`config.mk`:
```
export PLATFORM = sky130hd
export DESIGN_NAME = dual_motor_speed_pid_drive
export DESIGN_NICKNAME = d
export VERILOG_FILES = /design/src/dmsp_pkg.sv /design/src/dmsp_lane.sv /design/src/dmsp_merge.sv /design/src/dual_motor_speed_pid_drive.sv
export VERILOG_INCLUDE_DIRS = /design/src /design/src/src
export SDC_FILE = /design/constraint.sdc
export NUM_CORES = 2
export LEC_CHECK = 0
export ABC_CLOCK_PERIOD_IN_PS = 10200
export BUFFER_PORTS_ARGS = -buffer_cell sky130_fd_sc_hd__buf_2
export CORE_MARGIN = 8
export CORE_UTILIZATION = 50
export CTS_CLUSTER_SIZE = 25
export DETAILED_ROUTE_END_ITERATION = 10
export GPL_ROUTABILITY_DRIVEN = 0
export GPL_TIMING_DRIVEN = 0
export PLACE_DENSITY = 0.62
export SYNTH_ARGS = -nofsm -noshare
export SYNTH_HDL_FRONTEND = slang
export SYNTH_SLANG_ARGS = --single-unit
```
`constraint.sdc`:
```
create_clock -name clk_i -period 10.2 [get_ports clk_i]
set_input_delay 0.51 -clock clk_i [delete_from_list [all_inputs] [get_ports clk_i]]
set_output_delay 0.51 -clock clk_i [all_outputs]
set_load 0.02 [all_outputs]
```
`src/assert_macros.svh`:
```
`ifndef ASSERT_MACROS_SVH
`define ASSERT_MACROS_SVH

// checks a property on every rising edge of clk_i, off while in reset
`define ASSERT_CLK(lbl, prop) \
  lbl: assert property (@(posedge clk_i) disable iff (!rst_ni) (prop)) \
    else $error("assertion failed");

// checks that a condition never holds
`define ASSERT_NEVER(lbl, cond) \
  `ASSERT_CLK(lbl, !(cond))

`endif

```
`src/dmsp_pkg.sv`:
```
`default_nettype none

package dmsp_pkg;

  localparam int GAIN_W  = 20;
  localparam int DATA_W  = 16;
  localparam int ERR_W   = 17;
  localparam int INTEG_W = 11;
  localparam int DER_W   = 18;
  localparam int PROD_W  = 39;
  localparam int RAW_W   = 41;
  localparam int SCL_W   = 52;
  localparam int FILT_W  = 28;
  localparam int DUTY_W  = 15;

  localparam int INTEG_CLAMP = 1000;

  localparam logic [1:0] CFG_KP = 2'd0;
  localparam logic [1:0] CFG_KI = 2'd1;
  localparam logic [1:0] CFG_KD = 2'd2;

  typedef struct packed {
    logic [GAIN_W-1:0] kp;
    logic [GAIN_W-1:0] ki;
    logic [GAIN_W-1:0] kd;
  } gains_t;

  typedef struct packed {
    logic turn;
    logic track;
  } mode_t;

  typedef struct packed {
    logic [DUTY_W-1:0] right_duty;
    logic              right_in2;
    logic              right_in1;
    logic [DUTY_W-1:0] left_duty;
    logic              left_in2;
    logic              left_in1;
  } result_t;

  typedef enum logic [2:0] {
    LANE_IDLE,
    LANE_MUL_P,
    LANE_MUL_I,
    LANE_MUL_D,
    LANE_ACC,
    LANE_SCALE,
    LANE_FILT
  } lane_state_e;

endpackage

`default_nettype wire

```
`src/dmsp_lane.sv`:
```
`default_nettype none

module dmsp_lane import dmsp_pkg::*; #(
  parameter int PWM_LIMIT = 1000
) (
  input  wire                      clk_i,
  input  wire                      rst_ni,
  input  wire                      start_i,
  input  gains_t                   gains_i,
  input  wire signed [DATA_W-1:0]  target_i,
  input  wire signed [DATA_W-1:0]  measured_i,
  output logic                     done_o,
  output logic signed [DATA_W-1:0] held_o
);

  localparam logic signed [41:0] Lim = 42'(PWM_LIMIT) <<< 12;

  lane_state_e state_q, state_d;

  logic signed [INTEG_W-1:0] integ_q;
  logic signed [ERR_W-1:0]   prev_q;
  logic signed [FILT_W-1:0]  filt_q;
  logic signed [DATA_W-1:0]  held_q;
  logic signed [ERR_W-1:0]   err_q;
  logic signed [INTEG_W-1:0] acc_q;
  logic signed [DER_W-1:0]   der_q;
  logic signed [PROD_W-1:0]  prod_q;
  logic signed [RAW_W-1:0]   raw_q;
  logic signed [SCL_W-1:0]   scaled_q;

  logic signed [ERR_W-1:0]   err_d;
  logic signed [DER_W-1:0]   sum_i;
  logic signed [INTEG_W-1:0] acc_d;
  logic signed [DER_W-1:0]   der_d;
  logic signed [GAIN_W:0]    mul_a;
  logic signed [DER_W-1:0]   mul_b;
  logic signed [PROD_W-1:0]  prod_d;
  logic signed [SCL_W-1:0]   raw_x;
  logic signed [SCL_W-1:0]   filt_x;
  logic signed [SCL_W-1:0]   mix;
  logic signed [41:0]        f_full;
  logic signed [FILT_W-1:0]  f_lim;
  logic signed [FILT_W-1:0]  f_neg;
  logic signed [DATA_W-1:0]  held_d;

  always_comb begin
    err_d = ERR_W'(target_i) - ERR_W'(measured_i);
    sum_i = DER_W'(integ_q) + DER_W'(err_d);
    if (sum_i > DER_W'(INTEG_CLAMP)) begin
      acc_d = INTEG_W'(INTEG_CLAMP);
    end else if (sum_i < -DER_W'(INTEG_CLAMP)) begin
      acc_d = -INTEG_W'(INTEG_CLAMP);
    end else begin
      acc_d = INTEG_W'(sum_i);
    end
    der_d = DER_W'(err_d) - DER_W'(prev_q);
  end

  // one shared multiplier walks through the three gain products
  always_comb begin
    case (state_q)
      LANE_MUL_I: begin
        mul_a = $signed({1'b0, gains_i.ki});
        mul_b = DER_W'(acc_q);
      end
      LANE_MUL_D: begin
        mul_a = $signed({1'b0, gains_i.kd});
        mul_b = der_q;
      end
      default: begin
        mul_a = $signed({1'b0, gains_i.kp});
        mul_b = DER_W'(err_q);
      end
    endcase
    prod_d = PROD_W'(mul_a) * PROD_W'(mul_b);
  end

  // low-pass: 942*raw and 82*previous as shift-add, floor by arithmetic shift
  always_comb begin
    raw_x  = SCL_W'(raw_q);
    filt_x = SCL_W'(filt_q);
    mix    = (filt_x <<< 6) + (filt_x <<< 4) + (filt_x <<< 1) + scaled_q;
    f_full = 42'(mix >>> 10);
    if (f_full > Lim) begin
      f_lim = FILT_W'(Lim);
    end else if (f_full < -Lim) begin
      f_lim = FILT_W'(-Lim);
    end else begin
      f_lim = FILT_W'(f_full);
    end
    f_neg = -f_lim;
    // truncate toward zero
    if (f_lim >= 0) begin
      held_d = DATA_W'(f_lim >>> 12);
    end else begin
      held_d = -DATA_W'(f_neg >>> 12);
    end
  end

  always_comb begin
    state_d = state_q;
    unique case (state_q)
      LANE_IDLE:  if (start_i) state_d = LANE_MUL_P;
      LANE_MUL_P: state_d = LANE_MUL_I;
      LANE_MUL_I: state_d = LANE_MUL_D;
      LANE_MUL_D: state_d = LANE_ACC;
      LANE_ACC:   state_d = LANE_SCALE;
      LANE_SCALE: state_d = LANE_FILT;
      LANE_FILT:  state_d = LANE_IDLE;
      default:    state_d = LANE_IDLE;
    endcase
  end

  always_ff @(posedge clk_i or negedge rst_ni) begin
    if (!rst_ni) begin
      state_q <= LANE_IDLE;
      integ_q <= '0;
      prev_q  <= '0;
      filt_q  <= '0;
      held_q  <= '0;
    end else begin
      state_q <= state_d;
      if (state_q == LANE_IDLE && start_i) begin
        integ_q <= acc_d;
        prev_q  <= err_d;
      end
      if (state_q == LANE_FILT) begin
        filt_q <= f_lim;
        held_q <= held_d;
      end
    end
  end

  always_ff @(posedge clk_i) begin
    case (state_q)
      LANE_IDLE: begin
        err_q <= err_d;
        acc_q <= acc_d;
        der_q <= der_d;
      end
      LANE_MUL_P: begin
        prod_q <= prod_d;
        raw_q  <= '0;
      end
      LANE_MUL_I, LANE_MUL_D: begin
        prod_q <= prod_d;
        raw_q  <= raw_q + RAW_W'(prod_q);
      end
      LANE_ACC: raw_q <= raw_q + RAW_W'(prod_q);
      LANE_SCALE: scaled_q <= (raw_x <<< 10) - (raw_x <<< 6) - (raw_x <<< 4) - (raw_x <<< 1);
      default: ;
    endcase
  end

  assign done_o = (state_q == LANE_FILT);
  assign held_o = held_q;

endmodule

`default_nettype wire

```
`src/dmsp_merge.sv`:
```
`default_nettype none

module dmsp_merge import dmsp_pkg::*; #(
  parameter int PWM_LIMIT = 1000
) (
  input  mode_t                   mode_i,
  input  wire signed [DATA_W-1:0] target_left_i,
  input  wire signed [DATA_W-1:0] target_right_i,
  input  wire signed [DATA_W-1:0] held_left_i,
  input  wire signed [DATA_W-1:0] held_right_i,
  output result_t                 result_o
);

  localparam logic signed [DATA_W-1:0] Lim = DATA_W'(PWM_LIMIT);

  logic signed [DATA_W-1:0] cmd_l, cmd_r;
  logic [2+DUTY_W-1:0]      drv_l, drv_r;

  function automatic logic signed [DATA_W-1:0] clamp_cmd(input logic signed [DATA_W-1:0] v);
    logic signed [DATA_W-1:0] r;
    if (v > Lim) begin
      r = Lim;
    end else if (v < -Lim) begin
      r = -Lim;
    end else begin
      r = v;
    end
    return r;
  endfunction

  // packs {duty, in2, in1}; zero counts as forward
  function automatic logic [2+DUTY_W-1:0] drive(input logic signed [DATA_W-1:0] v);
    logic signed [DATA_W-1:0] n;
    logic [2+DUTY_W-1:0]      r;
    n = -v;
    if (v >= 0) begin
      r = {DUTY_W'(v), 1'b0, 1'b1};
    end else begin
      r = {DUTY_W'(n), 1'b1, 1'b0};
    end
    return r;
  endfunction

  always_comb begin
    if (mode_i.turn) begin
      cmd_l = clamp_cmd(target_left_i);
      cmd_r = clamp_cmd(target_right_i);
    end else begin
      cmd_l = held_left_i;
      cmd_r = held_right_i;
    end
    drv_l = drive(cmd_l);
    drv_r = drive(cmd_r);
    if (mode_i.turn || mode_i.track) begin
      {result_o.left_duty, result_o.left_in2, result_o.left_in1}    = drv_l;
      {result_o.right_duty, result_o.right_in2, result_o.right_in1} = drv_r;
    end else begin
      // both motors stopped
      result_o.left_in1   = 1'b0;
      result_o.left_in2   = 1'b0;
      result_o.left_duty  = DUTY_W'(PWM_LIMIT);
      result_o.right_in1  = 1'b0;
      result_o.right_in2  = 1'b0;
      result_o.right_duty = DUTY_W'(PWM_LIMIT);
    end
  end

endmodule

`default_nettype wire

```
`src/dual_motor_speed_pid_drive.sv`:
```
// Two-wheel speed controller. Each transfer on the slave stream is one control
// tick: targets and measured speeds for both wheels plus track and turn mode
// bits; each tick returns one master transfer with direction bits and duty for
// both wheels. The wheels run in two identical PID lanes side by side, each with
// one shared 21x18 multiplier stepped by a seven-state sequencer, so a tick with
// tracking on is loaded as a result once both lanes have run through the
// sequencer, and the next tick is taken the cycle after the result is loaded; a
// tick without tracking bypasses the lanes and is loaded without waiting on them.
// A result is loaded only once the output register is free or being read, so a
// stalled master side holds the input off. A finished result waits in the output
// register while the next tick is accepted. Gains are unsigned Q8.12; the user
// must write them through the cfg port only while the block is idle, as the block
// itself does not enforce this.
`default_nettype none
`include "assert_macros.svh"

module dual_motor_speed_pid_drive import dmsp_pkg::*; #(
  parameter int PWM_LIMIT = 1000
) (
  input  wire               clk_i,
  input  wire               rst_ni,
  // target_left, target_right, measured_left, measured_right
  input  wire  [63:0]       s_axis_tdata,
  // track_enable, turn_enable
  input  wire  [1:0]        s_axis_tuser,
  input  wire               s_axis_tvalid,
  output logic              s_axis_tready,
  // left_in1, left_in2, left_duty, right_in1, right_in2, right_duty, zero pad
  output logic [39:0]       m_axis_tdata,
  output logic              m_axis_tvalid,
  input  wire               m_axis_tready,
  input  wire               cfg_we_i,
  input  wire  [1:0]        cfg_idx_i,
  input  wire  [GAIN_W-1:0] cfg_data_i
);

  gains_t gains_q;
  logic   busy_q, wait_q, out_valid_q;
  mode_t  mode_q;
  logic signed [DATA_W-1:0] tgt_l_q, tgt_r_q;
  result_t result_q, result_d;

  logic accept, load, start;
  logic done_l, done_r;
  logic signed [DATA_W-1:0] held_l, held_r;

  assign s_axis_tready = ~busy_q;
  assign accept        = s_axis_tvalid & s_axis_tready;
  assign start         = accept & s_axis_tuser[0];
  assign load          = busy_q & ~wait_q & (~out_valid_q | m_axis_tready);

  dmsp_lane #(.PWM_LIMIT(PWM_LIMIT)) u_lane_l (
    .clk_i      (clk_i),
    .rst_ni     (rst_ni),
    .start_i    (start),
    .gains_i    (gains_q),
    .target_i   ($signed(s_axis_tdata[15:0])),
    .measured_i ($signed(s_axis_tdata[47:32])),
    .done_o     (done_l),
    .held_o     (held_l)
  );

  dmsp_lane #(.PWM_LIMIT(PWM_LIMIT)) u_lane_r (
    .clk_i      (clk_i),
    .rst_ni     (rst_ni),
    .start_i    (start),
    .gains_i    (gains_q),
    .target_i   ($signed(s_axis_tdata[31:16])),
    .measured_i ($signed(s_axis_tdata[63:48])),
    .done_o     (done_r),
    .held_o     (held_r)
  );

  dmsp_merge #(.PWM_LIMIT(PWM_LIMIT)) u_merge (
    .mode_i         (mode_q),
    .target_left_i  (tgt_l_q),
    .target_right_i (tgt_r_q),
    .held_left_i    (held_l),
    .held_right_i   (held_r),
    .result_o       (result_d)
  );

  always_ff @(posedge clk_i or negedge rst_ni) begin
    if (!rst_ni) begin
      gains_q.kp  <= GAIN_W'(8806);
      gains_q.ki  <= GAIN_W'(4506);
      gains_q.kd  <= GAIN_W'(4);
      busy_q      <= 1'b0;
      wait_q      <= 1'b0;
      out_valid_q <= 1'b0;
    end else begin
      if (cfg_we_i) begin
        unique case (cfg_idx_i)
          CFG_KP:  gains_q.kp <= cfg_data_i;
          CFG_KI:  gains_q.ki <= cfg_data_i;
          CFG_KD:  gains_q.kd <= cfg_data_i;
          default: ;
        endcase
      end
      if (load) begin
        busy_q <= 1'b0;
      end else if (accept) begin
        busy_q <= 1'b1;
      end
      if (start) begin
        wait_q <= 1'b1;
      end else if (done_l) begin
        wait_q <= 1'b0;
      end
      if (load) begin
        out_valid_q <= 1'b1;
      end else if (m_axis_tready) begin
        out_valid_q <= 1'b0;
      end
    end
  end

  always_ff @(posedge clk_i) begin
    if (accept) begin
      tgt_l_q     <= $signed(s_axis_tdata[15:0]);
      tgt_r_q     <= $signed(s_axis_tdata[31:16]);
      mode_q.track <= s_axis_tuser[0];
      mode_q.turn  <= s_axis_tuser[1];
    end
    if (load) begin
      result_q <= result_d;
    end
  end

  assign m_axis_tvalid = out_valid_q;
  assign m_axis_tdata  = {6'b0, result_q};

  `ASSERT_CLK(a_lanes_in_step, done_l == done_r)
  `ASSERT_CLK(a_done_only_when_waiting, done_l |-> wait_q)
  `ASSERT_CLK(a_idle_stops, load && !mode_q.track && !mode_q.turn |=>
      m_axis_tdata[16:2] == DUTY_W'(PWM_LIMIT) && m_axis_tdata[1:0] == 2'b00)

endmodule

`default_nettype wire

```
==> impl_metrics.ini <==
[outcome]
status = finished, final reports clean

[placement]
place_area_um2 = 78700
dpl.hpwl_um = 169000
place_inst = 10300
place.port_buffers = 128

[synthesis]
syn_area_per_cell_um2 = 9.24
yosys_most_used_dff = edfxtp_1
synth-seq-area-share = 0.240
synth-seq-cells = 635
synthCells = 8118
syn_area_um2 = 75000
synth_cell_type_count = 111
synth_edf_count = 422
async_flop_share = 0.335
ys_warn_count = 0

[min_path]
min_to = mode_q[0]
hp-start = s_axis_tuser[0]
whs_path_depth = 1
hold_path_class = input pin to register

[worst_setup_path]
max_stage_delay_ns = 0.57
ff2ff_setup_slack_ns = 0.56
critical-path-top-cell-by-count = a21oi_1
crit_fanout = 10
ff2ff_path_depth = 38
r2r-end = u_lane_r.held_o[4]
path_class = register to register
critPathCaptureType = register
r2r_start = u_lane_r.filt_q[5]
required_ns = 10.81
cp_data_arrival_time_ns = 10.25
critPathSlowestCell = a2111oi_2
crit_path_start_kind = register

[drt]
drt_iter0_markers = 4513
antenna_left = 0
drt_pass1_iterations = 6
wl_per_cell_um = 19.4
routed_wl_um = 203000
viasPerCell = 5.64
num_vias = 59100
drc = 0

[global_routing]
grt_pass1_wl_um = 320000
overflow = 0
grt_pass1_vias = 58100
grt_max_degree = 106
antenna_found_initial = 3
grt_use_total = 0.246

[clocking]
ctsLongestPathBuffers = 3
cts_buffers = 77
root_buffer = clkbuf_16
htreeDepth = 3
clkSinkCount = 635
clk_pin_slew_ns = 0.06
clk_latency_ns = 0.68
cts_tree = yes

[final_layout]
drive_gt1_frac = 0.0646
final_cells = 10500
area_growth_pct = 8.86
layout_commonest_cell = inv_1
final_util = 0.546
layout_common_cells = 1,099 x inv_1, 959 x nand2_1, 786 x fa_1
final_area_um2 = 81600
nNetsFinal = 10000

[floorplan]
dieArea_um2 = 163000
std_cell_rows = 142
die_h_um = 403
top_level_ports = 135
die_w_um = 403
core_area_um2 = 149000
start_util = 0.502

[timing]
setup_viol = 0
tightest_slew_ns = 1.33
fmax_mhz = 104
slew_headroom = 0.101
final.min_clock_period_ns = 9.64
finalClockSkew_ns = 0.0361
fin_crit_sh = 0.945
slew_violations = 0
hold_viol = 0

[job]
cap_violations = 0
## metal layers
layer | share of wire | vias up | global-route usage
met5 | 0 | - | 0
met4 | 0.025 | 0 | 0.0656
met3 | 0.077 | 280 | 0.0409
met2 | 0.43 | 1914 | 0.369
met1 | 0.47 | 28900 | 0.367
li1 | - | 28000 | -
## how the worst max path moves through the flow
stage                                      to                 from  depth (start not counted)
final                      u_lane_r.held_o[4]   u_lane_r.filt_q[5]                         38
after global routing       u_lane_l.held_o[4]   u_lane_l.filt_q[2]                         44
after CTS                 u_lane_r.prod_q[31]  u_lane_r.state_q[0]                         33
after detailed placement   u_lane_r.held_o[4]   u_lane_r.filt_q[0]                         41
after global placement     u_lane_r.held_o[4]   u_lane_r.filt_q[0]                         41
after floorplan            u_lane_r.held_o[8]   u_lane_r.filt_q[0]                         41
## synth_stat cells (22+ instances only)
master,number,area share
o21bai_1,61,0.0061
xnor2_1,284,0.033
nor4_1,26,0.0022
nand4_1,52,0.0043
nor3_1,136,0.0091
nand2_1,959,0.048
nand3_1,109,0.0073
dfrtp_1,200,0.067
mux2i_1,76,0.010
a31oi_1,43,0.0036
o211ai_1,32,0.0032
o21ai_0,331,0.022
clkbuf_1,210,0.011
nor3b_1,22,0.0022
nor2b_1,84,0.0070
fa_1,786,0.21
a21oi_1,465,0.031
and2_1,56,0.0047
and3_1,64,0.0053
nand2b_1,86,0.0072
mux2_2,103,0.015
o21a_1,130,0.013
a21boi_0,48,0.0048
ha_1,743,0.12
inv_1,1099,0.055
o31ai_1,50,0.0050
edfxtp_1,422,0.17
a21o_1,141,0.014
nor2_1,674,0.034
or2_2,22,0.0018
a211oi_1,48,0.0048
o21ai_1,40,0.0027
xor2_1,142,0.017
or3_1,36,0.0030
## timing repair
action	in CTS	in global routing
buffers inserted	0	8
pin swaps	0	8
setup endpoints to repair	10	41
resized for setup	9	69
hold buffers	16	0
hold endpoints to repair	125	0
## state kept, by name, summed over array words and instances (netlist names), 18 cells and up
signal,count
gains_q,60
m_axis_tdata,34
u_lane_l.der_q,18
u_lane_l.filt_q,28
u_lane_l.prod_q,39
u_lane_l.raw_q,41
u_lane_l.scaled_q,51
u_lane_r.der_q,18
u_lane_r.filt_q,28
u_lane_r.prod_q,39
u_lane_r.raw_q,41
u_lane_r.scaled_q,51
## critical path: cells and delay by family, from the launching register on
| kind | cells | cell delay (ns) |
|---|---|---|
| XOR/XNOR | 1 | 0.29 |
| AND/OR/NAND/NOR | 5 | 1.25 |
| buffers and inverters | 5 | 0.79 |
| AO/OA/AOI/OAI | 23 | 5.46 |
| adder cells (fa/ha/maj) | 4 | 1.34 |
| flip-flops | 1 | 0.44 |
## cells by family after synthesis
group                      share of synthesized area
AOI/OAI and AO/OA                              0.136
xor gates and xnor gates                      0.0509
adders and majority gates                      0.334
buffers and inverters                         0.0677
DFF                                            0.240
muxes                                         0.0261
other                                      0.0000500
and+or+nand+nor                                0.145
## area by class of cell
class | instances | area, µm²
Timing Repair Buffer | 181 | 1280
Buffer | 240 | 975
Fill cell | 13600 | 67800
Sequential cell | 635 | 18000
Tap cell | 2016 | 2520
Antenna cell | 5 | 12.5
Clock inverter | 48 | 503
Clock buffer | 96 | 2100
Inverter | 1100 | 4130
Multi-Input combinational cell | 6146 | 52100
## stage by stage
step | TNS, ns | hold WS (ns) | setup slack, ns
5_1_grt | -0.0378 | 0.0293 | -0.0377
4_1_cts | 0 | 0.00256 | 0.00270
6_report | 0 | 0.0570 | 0.558
2_1_floorplan | 0 | 0.214 | 1.59
3_3_place_gp | -0.507 | 0.466 | -0.440
3_5_place_dp | -1.01 | 0.305 | -0.547
Power is left out: the tool's default activity adds up to more than one toggle a clock period on the data nets, which glitch-free logic cannot reach.
